<file path="src/design/dtm_pkg.sv">
`default_nettype none

package dtm_pkg;

  // Field and port widths
  localparam int unsigned RAW_W       = 12;
  localparam int unsigned PULSE_W     = 11;
  localparam int unsigned FP_W        = 15;
  localparam int unsigned IN_TDATA_W  = 24;
  localparam int unsigned OUT_TDATA_W = 24;
  localparam int unsigned CFG_ADDR_W  = 3;
  localparam int unsigned CFG_DATA_W  = 12;

  // Default EMA shift (legal 1..4)
  localparam int unsigned EMA_SHIFT_DEF = 3;

  // Pulse limits in microseconds
  localparam logic [PULSE_W-1:0] PULSE_MIN = 11'd1000;
  localparam logic [PULSE_W-1:0] RC_TOP    = 11'd1880;
  localparam logic [PULSE_W-1:0] ESC_TOP   = 11'd2000;

  // x * 1000 / 880 == (x * 25) / 22; /22 as multiply by ceil(2^20 / 22), exact for x*25 < 47662
  localparam logic [15:0] RECIP_22    = 16'd47663;
  // /3000 as multiply by ceil(2^32 / 3000), exact below 6.1e6
  localparam logic [20:0] RECIP_3000  = 21'd1431656;

  // Register reset values
  localparam logic [11:0] SIGNAL_LOW_RST       = 12'd900;
  localparam logic [11:0] SIGNAL_HIGH_RST      = 12'd2200;
  localparam logic [10:0] IDLE_CUTOFF_RST      = 11'd1050;
  localparam logic [10:0] ROLL_CENTER_RST      = 11'd1400;
  localparam logic [7:0]  STICK_DEADZONE_RST   = 8'd15;
  localparam logic [10:0] MIX_ENABLE_POWER_RST = 11'd1100;
  localparam logic [8:0]  MIX_LIMIT_RST        = 9'd150;
  localparam logic [9:0]  SLEW_STEP_RST        = 10'd15;

  typedef enum logic [CFG_ADDR_W-1:0] {
    REG_SIGNAL_LOW       = 3'd0,
    REG_SIGNAL_HIGH      = 3'd1,
    REG_IDLE_CUTOFF      = 3'd2,
    REG_ROLL_CENTER      = 3'd3,
    REG_STICK_DEADZONE   = 3'd4,
    REG_MIX_ENABLE_POWER = 3'd5,
    REG_MIX_LIMIT        = 3'd6,
    REG_SLEW_STEP        = 3'd7
  } reg_idx_e;

  typedef struct packed {
    logic [11:0] signal_low;
    logic [11:0] signal_high;
    logic [10:0] idle_cutoff;
    logic [10:0] roll_center;
    logic [7:0]  stick_deadzone;
    logic [10:0] mix_enable_power;
    logic [8:0]  mix_limit;
    logic [9:0]  slew_step;
  } cfg_t;

  // Step strobes from the controller to the datapath
  typedef struct packed {
    logic capture;
    logic lost_reset;
    logic prep;
    logic scale;
    logic filter;
    logic mix_mul;
    logic mix_div;
    logic sides;
    logic slew;
    logic out_load;
  } cmd_t;

  typedef enum logic [3:0] {
    ST_IDLE    = 4'd0,
    ST_CHECK   = 4'd1,
    ST_SCALE   = 4'd2,
    ST_FILTER  = 4'd3,
    ST_MIX_MUL = 4'd4,
    ST_MIX_DIV = 4'd5,
    ST_SIDES   = 4'd6,
    ST_SLEW    = 4'd7,
    ST_DONE    = 4'd8
  } state_e;

endpackage

`default_nettype wire

</file>
<file path="src/design/dtm_cfg.sv">
`default_nettype none

module dtm_cfg (
  input  wire logic                             clk_i,
  input  wire logic                             rst_ni,
  input  wire logic                             cfg_we_i,
  input  wire logic [dtm_pkg::CFG_ADDR_W-1:0]   cfg_addr_i,
  input  wire logic [dtm_pkg::CFG_DATA_W-1:0]   cfg_wdata_i,
  output dtm_pkg::cfg_t                         cfg_o
);
  import dtm_pkg::*;

  cfg_t cfg_q;

  always_ff @(posedge clk_i or negedge rst_ni) begin
    if (!rst_ni) begin
      cfg_q.signal_low       <= SIGNAL_LOW_RST;
      cfg_q.signal_high      <= SIGNAL_HIGH_RST;
      cfg_q.idle_cutoff      <= IDLE_CUTOFF_RST;
      cfg_q.roll_center      <= ROLL_CENTER_RST;
      cfg_q.stick_deadzone   <= STICK_DEADZONE_RST;
      cfg_q.mix_enable_power <= MIX_ENABLE_POWER_RST;
      cfg_q.mix_limit        <= MIX_LIMIT_RST;
      cfg_q.slew_step        <= SLEW_STEP_RST;
    end else if (cfg_we_i) begin
      unique case (reg_idx_e'(cfg_addr_i))
        REG_SIGNAL_LOW:       cfg_q.signal_low       <= cfg_wdata_i[11:0];
        REG_SIGNAL_HIGH:      cfg_q.signal_high      <= cfg_wdata_i[11:0];
        REG_IDLE_CUTOFF:      cfg_q.idle_cutoff      <= cfg_wdata_i[10:0];
        REG_ROLL_CENTER:      cfg_q.roll_center      <= cfg_wdata_i[10:0];
        REG_STICK_DEADZONE:   cfg_q.stick_deadzone   <= cfg_wdata_i[7:0];
        REG_MIX_ENABLE_POWER: cfg_q.mix_enable_power <= cfg_wdata_i[10:0];
        REG_MIX_LIMIT:        cfg_q.mix_limit        <= cfg_wdata_i[8:0];
        REG_SLEW_STEP:        cfg_q.slew_step        <= cfg_wdata_i[9:0];
      endcase
    end
  end

  assign cfg_o = cfg_q;

endmodule

`default_nettype wire

</file>
<file path="src/design/dtm_ctrl.sv">
`default_nettype none

module dtm_ctrl (
  input  wire logic     clk_i,
  input  wire logic     rst_ni,
  input  wire logic     in_valid_i,
  output logic          in_ready_o,
  output logic          out_valid_o,
  input  wire logic     out_ready_i,
  input  wire logic     lost_i,
  output dtm_pkg::cmd_t cmd_o
);
  import dtm_pkg::*;

  state_e state_q, state_d;
  logic   out_valid_q, out_valid_d;
  cmd_t   cmd;

  always_ff @(posedge clk_i or negedge rst_ni) begin
    if (!rst_ni) begin
      state_q     <= ST_IDLE;
      out_valid_q <= 1'b0;
    end else begin
      state_q     <= state_d;
      out_valid_q <= out_valid_d;
    end
  end

  always_comb begin
    cmd        = '0;
    state_d    = state_q;
    in_ready_o = 1'b0;
    unique case (state_q)
      ST_IDLE: begin
        in_ready_o = 1'b1;
        if (in_valid_i) begin
          cmd.capture = 1'b1;
          state_d     = ST_CHECK;
        end
      end
      ST_CHECK: begin
        if (lost_i) begin
          cmd.lost_reset = 1'b1;
          state_d        = ST_DONE;
        end else begin
          cmd.prep = 1'b1;
          state_d  = ST_SCALE;
        end
      end
      ST_SCALE: begin
        cmd.scale = 1'b1;
        state_d   = ST_FILTER;
      end
      ST_FILTER: begin
        cmd.filter = 1'b1;
        state_d    = ST_MIX_MUL;
      end
      ST_MIX_MUL: begin
        cmd.mix_mul = 1'b1;
        state_d     = ST_MIX_DIV;
      end
      ST_MIX_DIV: begin
        cmd.mix_div = 1'b1;
        state_d     = ST_SIDES;
      end
      ST_SIDES: begin
        cmd.sides = 1'b1;
        state_d   = ST_SLEW;
      end
      ST_SLEW: begin
        cmd.slew = 1'b1;
        state_d  = ST_DONE;
      end
      ST_DONE: begin
        // wait for the output register to be free
        if (!out_valid_q || out_ready_i) begin
          cmd.out_load = 1'b1;
          state_d      = ST_IDLE;
        end
      end
      default: state_d = ST_IDLE;
    endcase
  end

  always_comb begin
    if (cmd.out_load) begin
      out_valid_d = 1'b1;
    end else if (out_ready_i) begin
      out_valid_d = 1'b0;
    end else begin
      out_valid_d = out_valid_q;
    end
  end

  assign out_valid_o = out_valid_q;
  assign cmd_o       = cmd;

endmodule

`default_nettype wire

</file>
<file path="src/design/dtm_datapath.sv">
`default_nettype none

module dtm_datapath #(
  parameter int unsigned EMA_SHIFT = dtm_pkg::EMA_SHIFT_DEF
) (
  input  wire logic                          clk_i,
  input  wire logic                          rst_ni,
  input  dtm_pkg::cfg_t                      cfg_i,
  input  dtm_pkg::cmd_t                      cmd_i,
  input  wire logic [dtm_pkg::RAW_W-1:0]     throttle_i,
  input  wire logic [dtm_pkg::RAW_W-1:0]     roll_i,
  output logic                               lost_o,
  output logic [dtm_pkg::PULSE_W-1:0]        left_o,
  output logic [dtm_pkg::PULSE_W-1:0]        right_o,
  output logic                               failsafe_o
);
  import dtm_pkg::*;

  localparam logic [FP_W-1:0] FP_RESET = FP_W'(32'(PULSE_MIN) << EMA_SHIFT);
  localparam logic [16:0]     HALF_W   = 17'(1 << (EMA_SHIFT - 1));
  localparam logic [16:0]     ROUND_W  = 17'((1 << EMA_SHIFT) - 1);

  function automatic logic [PULSE_W-1:0] clamp_rc(input logic [RAW_W-1:0] v);
    logic [PULSE_W-1:0] r;
    if (v < {1'b0, PULSE_MIN}) begin
      r = PULSE_MIN;
    end else if (v > {1'b0, RC_TOP}) begin
      r = RC_TOP;
    end else begin
      r = v[PULSE_W-1:0];
    end
    return r;
  endfunction

  function automatic logic [PULSE_W-1:0] clamp_esc(input logic signed [12:0] v);
    logic [PULSE_W-1:0] r;
    if (v < $signed({2'b0, PULSE_MIN})) begin
      r = PULSE_MIN;
    end else if (v > $signed({2'b0, ESC_TOP})) begin
      r = ESC_TOP;
    end else begin
      r = v[PULSE_W-1:0];
    end
    return r;
  endfunction

  function automatic logic [PULSE_W-1:0] slew_to(input logic [PULSE_W-1:0] tgt,
                                                 input logic [PULSE_W-1:0] cur,
                                                 input logic [9:0]         step);
    logic signed [12:0] d;
    logic signed [12:0] st;
    logic [PULSE_W-1:0] r;
    d  = $signed({2'b0, tgt}) - $signed({2'b0, cur});
    st = $signed({3'b0, step});
    if (d > st) begin
      r = cur + PULSE_W'(step);
    end else if (d < -st) begin
      r = cur - PULSE_W'(step);
    end else begin
      r = tgt;
    end
    return r;
  endfunction

  // item and intermediate registers
  logic [RAW_W-1:0]   thr_q, roll_q;
  logic [PULSE_W-1:0] roll_c_q;
  logic               idle_ok_q;
  logic [14:0]        y_q;
  logic [PULSE_W-1:0] tgt_q;
  logic               mix_en_q;
  logic               mix_neg_q;
  logic [20:0]        mprod_q;
  logic [9:0]         mix_mag_q;
  logic [PULSE_W-1:0] lt_q, rt_q;
  logic [PULSE_W-1:0] left_out_q, right_out_q;
  logic               fs_out_q;

  // state
  logic [FP_W-1:0]    fp_q;
  logic [PULSE_W-1:0] left_q, right_q;
  logic               fs_q;

  logic [PULSE_W-1:0] thr_c, roll_c;
  logic [9:0]         t_off;
  logic [14:0]        y;
  logic [29:0]        tgt_prod;
  logic [FP_W-1:0]    tgt_sh;
  logic signed [16:0] diff;
  logic [16:0]        inc, dec;
  logic [FP_W-1:0]    fp_next;
  logic [PULSE_W-1:0] power;
  logic signed [11:0] off, off_neg, dz_s;
  logic               in_dz;
  logic [10:0]        off_mag;
  logic [9:0]         pw;
  logic [20:0]        mprod;
  logic [41:0]        mq_prod;
  logic [9:0]         quo, lim;
  logic signed [12:0] pow_s, mix_s, lsum, rsum;

  assign lost_o = (thr_q < cfg_i.signal_low) || (thr_q > cfg_i.signal_high);

  // throttle to target: (t * 25) / 22
  assign thr_c    = clamp_rc(thr_q);
  assign roll_c   = clamp_rc(roll_q);
  assign t_off    = 10'(thr_c - PULSE_MIN);
  assign y        = 15'({t_off, 4'b0}) + 15'({t_off, 3'b0}) + 15'(t_off);
  assign tgt_prod = 30'(y_q) * 30'(RECIP_22);

  // rounded EMA: increases round half away from zero; decreases take ceil((|diff| + half) >> EMA_SHIFT)
  assign tgt_sh  = FP_W'(tgt_q) << EMA_SHIFT;
  assign diff    = $signed({2'b0, tgt_sh}) - $signed({2'b0, fp_q});
  assign inc     = ($unsigned(diff) + HALF_W) >> EMA_SHIFT;
  assign dec     = ((HALF_W - $unsigned(diff)) + ROUND_W) >> EMA_SHIFT;
  assign fp_next = diff[16] ? fp_q - dec[FP_W-1:0] : fp_q + inc[FP_W-1:0];
  assign power   = PULSE_W'(fp_q >> EMA_SHIFT);

  // roll offset times power above minimum, sign-magnitude
  assign off     = $signed({1'b0, roll_c_q}) - $signed({1'b0, cfg_i.roll_center});
  assign off_neg = -off;
  assign dz_s    = $signed({4'b0, cfg_i.stick_deadzone});
  assign in_dz   = (off > -dz_s) && (off < dz_s);
  assign off_mag = off[11] ? off_neg[10:0] : off[10:0];
  assign pw      = 10'(power - PULSE_MIN);
  assign mprod   = 21'(off_mag) * 21'(pw);

  // magnitude / 3000, truncation toward zero, then limit
  assign mq_prod = 42'(mprod_q) * 42'(RECIP_3000);
  assign quo     = mq_prod[41:32];
  assign lim     = {1'b0, cfg_i.mix_limit};

  assign pow_s = $signed({2'b0, power});
  assign mix_s = $signed({3'b0, mix_mag_q});
  assign lsum  = mix_neg_q ? pow_s - mix_s : pow_s + mix_s;
  assign rsum  = mix_neg_q ? pow_s + mix_s : pow_s - mix_s;

  always_ff @(posedge clk_i) begin
    if (cmd_i.capture) begin
      thr_q  <= throttle_i;
      roll_q <= roll_i;
    end
    if (cmd_i.prep) begin
      y_q       <= y;
      idle_ok_q <= thr_c >= cfg_i.idle_cutoff;
      roll_c_q  <= roll_c;
    end
    if (cmd_i.scale) begin
      tgt_q <= idle_ok_q ? PULSE_MIN + PULSE_W'(tgt_prod[29:20]) : PULSE_MIN;
    end
    if (cmd_i.mix_mul) begin
      mix_en_q  <= power > cfg_i.mix_enable_power;
      mix_neg_q <= off[11];
      mprod_q   <= in_dz ? '0 : mprod;
    end
    if (cmd_i.mix_div) begin
      if (!mix_en_q) begin
        mix_mag_q <= '0;
      end else begin
        mix_mag_q <= (quo > lim) ? lim : quo;
      end
    end
    if (cmd_i.sides) begin
      lt_q <= clamp_esc(lsum);
      rt_q <= clamp_esc(rsum);
    end
    if (cmd_i.out_load) begin
      left_out_q  <= left_q;
      right_out_q <= right_q;
      fs_out_q    <= fs_q;
    end
  end

  always_ff @(posedge clk_i or negedge rst_ni) begin
    if (!rst_ni) begin
      fp_q    <= FP_RESET;
      left_q  <= PULSE_MIN;
      right_q <= PULSE_MIN;
      fs_q    <= 1'b0;
    end else if (cmd_i.lost_reset) begin
      fp_q    <= FP_RESET;
      left_q  <= PULSE_MIN;
      right_q <= PULSE_MIN;
      fs_q    <= 1'b1;
    end else begin
      if (cmd_i.prep) begin
        fs_q <= 1'b0;
      end
      if (cmd_i.filter) begin
        fp_q <= fp_next;
      end
      if (cmd_i.slew) begin
        left_q  <= slew_to(lt_q, left_q, cfg_i.slew_step);
        right_q <= slew_to(rt_q, right_q, cfg_i.slew_step);
      end
    end
  end

  assign left_o     = left_out_q;
  assign right_o    = right_out_q;
  assign failsafe_o = fs_out_q;

endmodule

`default_nettype wire

</file>
<file path="src/design/differential_throttle_mixer.sv">
// Differential throttle mixer: one radio frame in, one pair of ESC pulses out.
//
// Input stream (s_axis): tdata carries throttle_pulse and roll_pulse, 12 bits
// each, in microseconds. Output stream (m_axis): tdata carries left_pulse and
// right_pulse (11 bits each, 1000..2000), tuser carries the failsafe flag.
// Registers are set through cfg_we_i / cfg_addr_i / cfg_wdata_i, one write per
// clock; the user must write only while no frame is in flight, which the block itself does not enforce.
//
// The controller steps the single datapath one step a cycle: a normal frame
// passes the check, target scaling, EMA, roll multiply, divide-by-3000, side
// clamps and slew, then loads its result into the output register; a
// lost-signal frame goes from the check straight to that load. One frame is
// worked on at a time; no new frame is taken until the last is loaded.
// The output register lets the next frame be accepted while a result waits;
// if the receiver stalls, that next frame waits in its last step until the
// output register frees, and the input then stops accepting.
// Reset restores register defaults, filter power to 1000 and both sides to
// 1000, and empties the output register.
`default_nettype none

module differential_throttle_mixer #(
  parameter int unsigned EMA_SHIFT = dtm_pkg::EMA_SHIFT_DEF
) (
  input  wire logic                              clk_i,
  input  wire logic                              rst_ni,
  // tdata: throttle_pulse [11:0], roll_pulse [23:12]
  input  wire logic                              s_axis_tvalid,
  output logic                                   s_axis_tready,
  input  wire logic [dtm_pkg::IN_TDATA_W-1:0]    s_axis_tdata,
  // tdata: left_pulse [10:0], right_pulse [21:11], zero [23:22]
  output logic                                   m_axis_tvalid,
  input  wire logic                              m_axis_tready,
  output logic [dtm_pkg::OUT_TDATA_W-1:0]        m_axis_tdata,
  // tuser: failsafe [0]
  output logic                                   m_axis_tuser,
  input  wire logic                              cfg_we_i,
  input  wire logic [dtm_pkg::CFG_ADDR_W-1:0]    cfg_addr_i,
  input  wire logic [dtm_pkg::CFG_DATA_W-1:0]    cfg_wdata_i
);
  import dtm_pkg::*;

  cfg_t               cfg;
  cmd_t               cmd;
  logic               lost;
  logic [PULSE_W-1:0] left_pulse, right_pulse;

  dtm_cfg u_cfg (
    .clk_i       (clk_i),
    .rst_ni      (rst_ni),
    .cfg_we_i    (cfg_we_i),
    .cfg_addr_i  (cfg_addr_i),
    .cfg_wdata_i (cfg_wdata_i),
    .cfg_o       (cfg)
  );

  // sequencer: accept, step the datapath, hand result to the output register
  dtm_ctrl u_ctrl (
    .clk_i       (clk_i),
    .rst_ni      (rst_ni),
    .in_valid_i  (s_axis_tvalid),
    .in_ready_o  (s_axis_tready),
    .out_valid_o (m_axis_tvalid),
    .out_ready_i (m_axis_tready),
    .lost_i      (lost),
    .cmd_o       (cmd)
  );

  dtm_datapath #(
    .EMA_SHIFT (EMA_SHIFT)
  ) u_datapath (
    .clk_i      (clk_i),
    .rst_ni     (rst_ni),
    .cfg_i      (cfg),
    .cmd_i      (cmd),
    .throttle_i (s_axis_tdata[RAW_W-1:0]),
    .roll_i     (s_axis_tdata[2*RAW_W-1:RAW_W]),
    .lost_o     (lost),
    .left_o     (left_pulse),
    .right_o    (right_pulse),
    .failsafe_o (m_axis_tuser)
  );

  assign m_axis_tdata = {(OUT_TDATA_W - 2*PULSE_W)'(0), right_pulse, left_pulse};

endmodule

`default_nettype wire
</file>
<file path="config.mk">
export PLATFORM = sky130hd
export DESIGN_NAME = differential_throttle_mixer
export DESIGN_NICKNAME = d
export VERILOG_FILES = /design/src/design/dtm_pkg.sv /design/src/design/dtm_cfg.sv /design/src/design/dtm_ctrl.sv /design/src/design/dtm_datapath.sv /design/src/design/differential_throttle_mixer.sv
export SDC_FILE = /design/constraint.sdc
export NUM_CORES = 2
export LEC_CHECK = 0
export BUFFER_PORTS_ARGS = -buffer_cell sky130_fd_sc_hd__buf_2
export CAP_MARGIN = 15
export CORE_UTILIZATION = 60
export DETAILED_ROUTE_END_ITERATION = 8
export PLACE_DENSITY = 0.77
export SLEW_MARGIN = 15
export SYNTH_ARGS = -nofsm -noshare
export SYNTH_HDL_FRONTEND = slang
export SYNTH_SLANG_ARGS = --single-unit
</file>
<file path="constraint.sdc">
create_clock -name clk_i -period 9.7 [get_ports clk_i]
set_clock_uncertainty 0.15 [all_clocks]
set_input_delay 0 -clock clk_i [delete_from_list [all_inputs] [get_ports clk_i]]
set_output_delay 0 -clock clk_i [all_outputs]
set_load 0.05 [all_outputs]
</file>
==> flow_metrics.tcl <==
set metrics [dict create \
    outcome "complete, no violations" \
    synth_top_family_by_area "adder cells" \
    grt_start_max_net_pins 64 \
    drt_iter0_markers 1888 \
    die_y_um 243.0 \
    seq_area_frac_synth_pct 21.38 \
    cts_resized 0 \
    synth_xor_area_share_pct 4.436 \
    syn_area_um2 34840 \
    synth_adder_area_share_pct 38.61 \
    min_path_type "input pin to flip-flop" \
    fin_util_pct 66.56 \
    dr_total_vias 26800 \
    antenna_found_initial 2 \
    cp_data_arrival_time_ns 8.91 \
    max_clock_freq_ghz 0.1146 \
    synthMuxAreaShare_pct 2.309 \
    yosysTopAreaCell "ha_1" \
    io_buffers 68 \
    ant_nets 0 \
    synthCells 3681 \
    die_w_um 243.0 \
    synthTopCellsByArea "ha_1 21%, fa_1 17%, edfxtp_1 12%" \
    clock_sinks 267 \
    nFillCells 4482 \
    ys.flop_type "edfxtp_1" \
    crit_buf_inv 3 \
    drc 0 \
    cts_inserted_buffers 30 \
    post-dp-hpwl_mm 66.49 \
    maxSlewViolCount 0 \
    clock_latency_ns 0.61 \
    synthSimpleGateAreaFrac_pct 12.39 \
    synth-compound-area-share_pct 12.70 \
    rsz0062_at_grt "false" \
    drive_gt1_share_pct 8.283 \
    fin_hold_ws_ns 0.03592 \
    grt_pass1_vias 27450 \
    cp_top_family "compound AO/OA/AOI/OAI gates" \
    slowest_stage "xnor2_1" \
    cp_data_required_time_ns 9.89 \
    ys_async_sr_fraction_pct 47.57 \
    row_count 87 \
    wirelength_mm 84.39 \
    yosysMostFrequentCell "inv_1" \
    start_kind "flip-flop" \
    cts_max_level 1 \
    final_area_um2 37820 \
    first_pass_iters 5 \
    place_area_um2 36010 \
    max_slew_margin_pct 20.90 \
    clkSlewWorstSetupHoldPaths_ns 0.07 \
    nets 4743 \
    crit_top_cell "ha_1" \
    synth_warnings 0 \
    area_growth_pct 8.570 \
    ctsLongestPathBuffers 3 \
    finalCritPeriodShare_pct 89.96 \
    via_per_inst 5.844 \
    avgRoutedWirePerCell_um 18.40 \
    cp_max_fo 12 \
    pin_count 71 \
    gr-total-overflow 0 \
    synth_edf_count 140 \
    tightestPinTransition_ns 1.172 \
    cap_violations 0 \
    synth_cell_types 105 \
    cpPeakStageDelay_ns 0.78 \
    period_minus_slack_ns 8.726 \
    coreArea_um2 56820 \
    grt_pass1_wl_mm 138.0 \
    cts_root_buf "clkbuf_16" \
    place_congestion 0.9370 \
    setup_viol 0 \
    synthTopCellsByCount "681 x inv_1, 595 x ha_1, 300 x fa_1" \
    tns_ns 0 \
    start_util_pct 61.31 \
    cts_tree "built" \
    die_area_um2 59030 \
    synth-seq-cells 267 \
    hold_viol_final 0 \
    synth_top_cell_area_share_pct 21.37 \
    crit_type "flip-flop to flip-flop" \
    cp-end-kind "flip-flop" \
    grt_util_all_layers_pct 29.01 \
    syn_area_per_cell_um2 9.464 \
]
==> cell families after synthesis <==
family / Yosys count
other: 1
xor gates and xnor gates: 174
and+or+nand+nor: 844
DFF: 267
buffers and inverters: 752
muxes: 74
AOI/OAI and AO/OA: 674
adders and majority gates: 895
==> registers in the layout, summed over array words and instances (netlist names), 12 cells and up <==
register,cells
u_datapath.roll_q,12
u_datapath.y_q,15
u_datapath.fp_q,15
u_cfg.cfg_o,84
u_datapath.thr_q,12
u_datapath.mprod_q,21
==> placed cells by master (no fill, tap or decap), types with 10 or more instances in the layout <==
master	n
a211o_1	11
nor3b_1	14
a21boi_0	10
dlygate4sd3_1	74
nor3_1	53
nor2_1	205
inv_1	681
buf_4	17
and2_1	38
a21oi_1	164
o21a_1	32
ha_1	595
clkbuf_16	30
mux2i_1	25
fa_1	300
o31ai_1	16
mux2_2	48
and3_1	21
o21bai_1	16
nand2b_1	54
o211ai_1	23
a21o_1	67
xnor2_1	123
or3_1	26
or2_2	37
dfrtp_1	75
o21ai_0	174
a221oi_1	11
dfstp_2	52
nor2b_1	56
xor2_1	49
edfxtp_1	140
a211oi_1	21
nand3_1	56
nand2_1	181
buf_2	67
a31oi_1	13
nand4_1	36
==> what timing repair did <==
item                                   in CTS  in global routing
endpoints found under the hold margin     176                  0
setup buffers                               0                  0
hold buffers                               75                  0
==> metal layers <==
| layer | global-route usage, % | vias to the layer above | routed length [um] |
|---|---|---|---|
| met4 | 11.71 | 0 | 3798 |
| met1 | 37.32 | 12970 | 35580 |
| met2 | 49.71 | 835 | 40290 |
| li1 | - | 12750 | - |
| met5 | 0 | - | 0 |
| met3 | 3.350 | 237 | 4716 |
==> through the flow <==
stage	std cells	setup slack, ns
floorplan	3683	2.019
global placement	4453	1.205
detailed placement	4453	1.066
CTS	4583	1.014
global route	4585	0.4386
finish	4586	0.9737
==> worst reg2reg max path: cells and delay by family, from the launching register on <==
kind	cells	cell delay, ns
AO/OA/AOI/OAI	12	3.30
XOR/XNOR	2	0.94
adder cells (fa/ha/maj)	7	2.81
buffers and inverters	3	0.13
flip-flops	1	0.42
AND/OR/NAND/NOR	5	0.72
==> final timing paths <==
path,from,slack (ns),to,cells after the start
max in group asynchronous,rst_ni,8.01,u_cfg.cfg_o[13],4
max,u_datapath.roll_c_q[1],0.97,u_datapath.mprod_q[18],29
min in group asynchronous,rst_ni,0.50,u_cfg.cfg_o[63],3
max reg2reg,u_datapath.roll_c_q[1],0.97,u_datapath.mprod_q[18],29
min reg2reg,u_datapath.fs_q,0.30,u_datapath.failsafe_o,0
min,cfg_wdata_i[11],0.04,u_cfg.cfg_o[83],4
==> final cells by class <==
type                    instances  area [um2]  area share [%]
inverters                     681        2556           6.759
flip-flops and latches        267        7447           19.69
clock inverters                20       227.7          0.6021
well taps                     756       945.9           2.501
repair buffers                160        1242           3.285
diodes                          3       7.507         0.01985
clock buffers                  35       809.5           2.140
multi-input cells            2664       24580           65.00
Power is not shown: default switching activity piles up to over one toggle a cycle in this logic, so the estimate is an artifact.
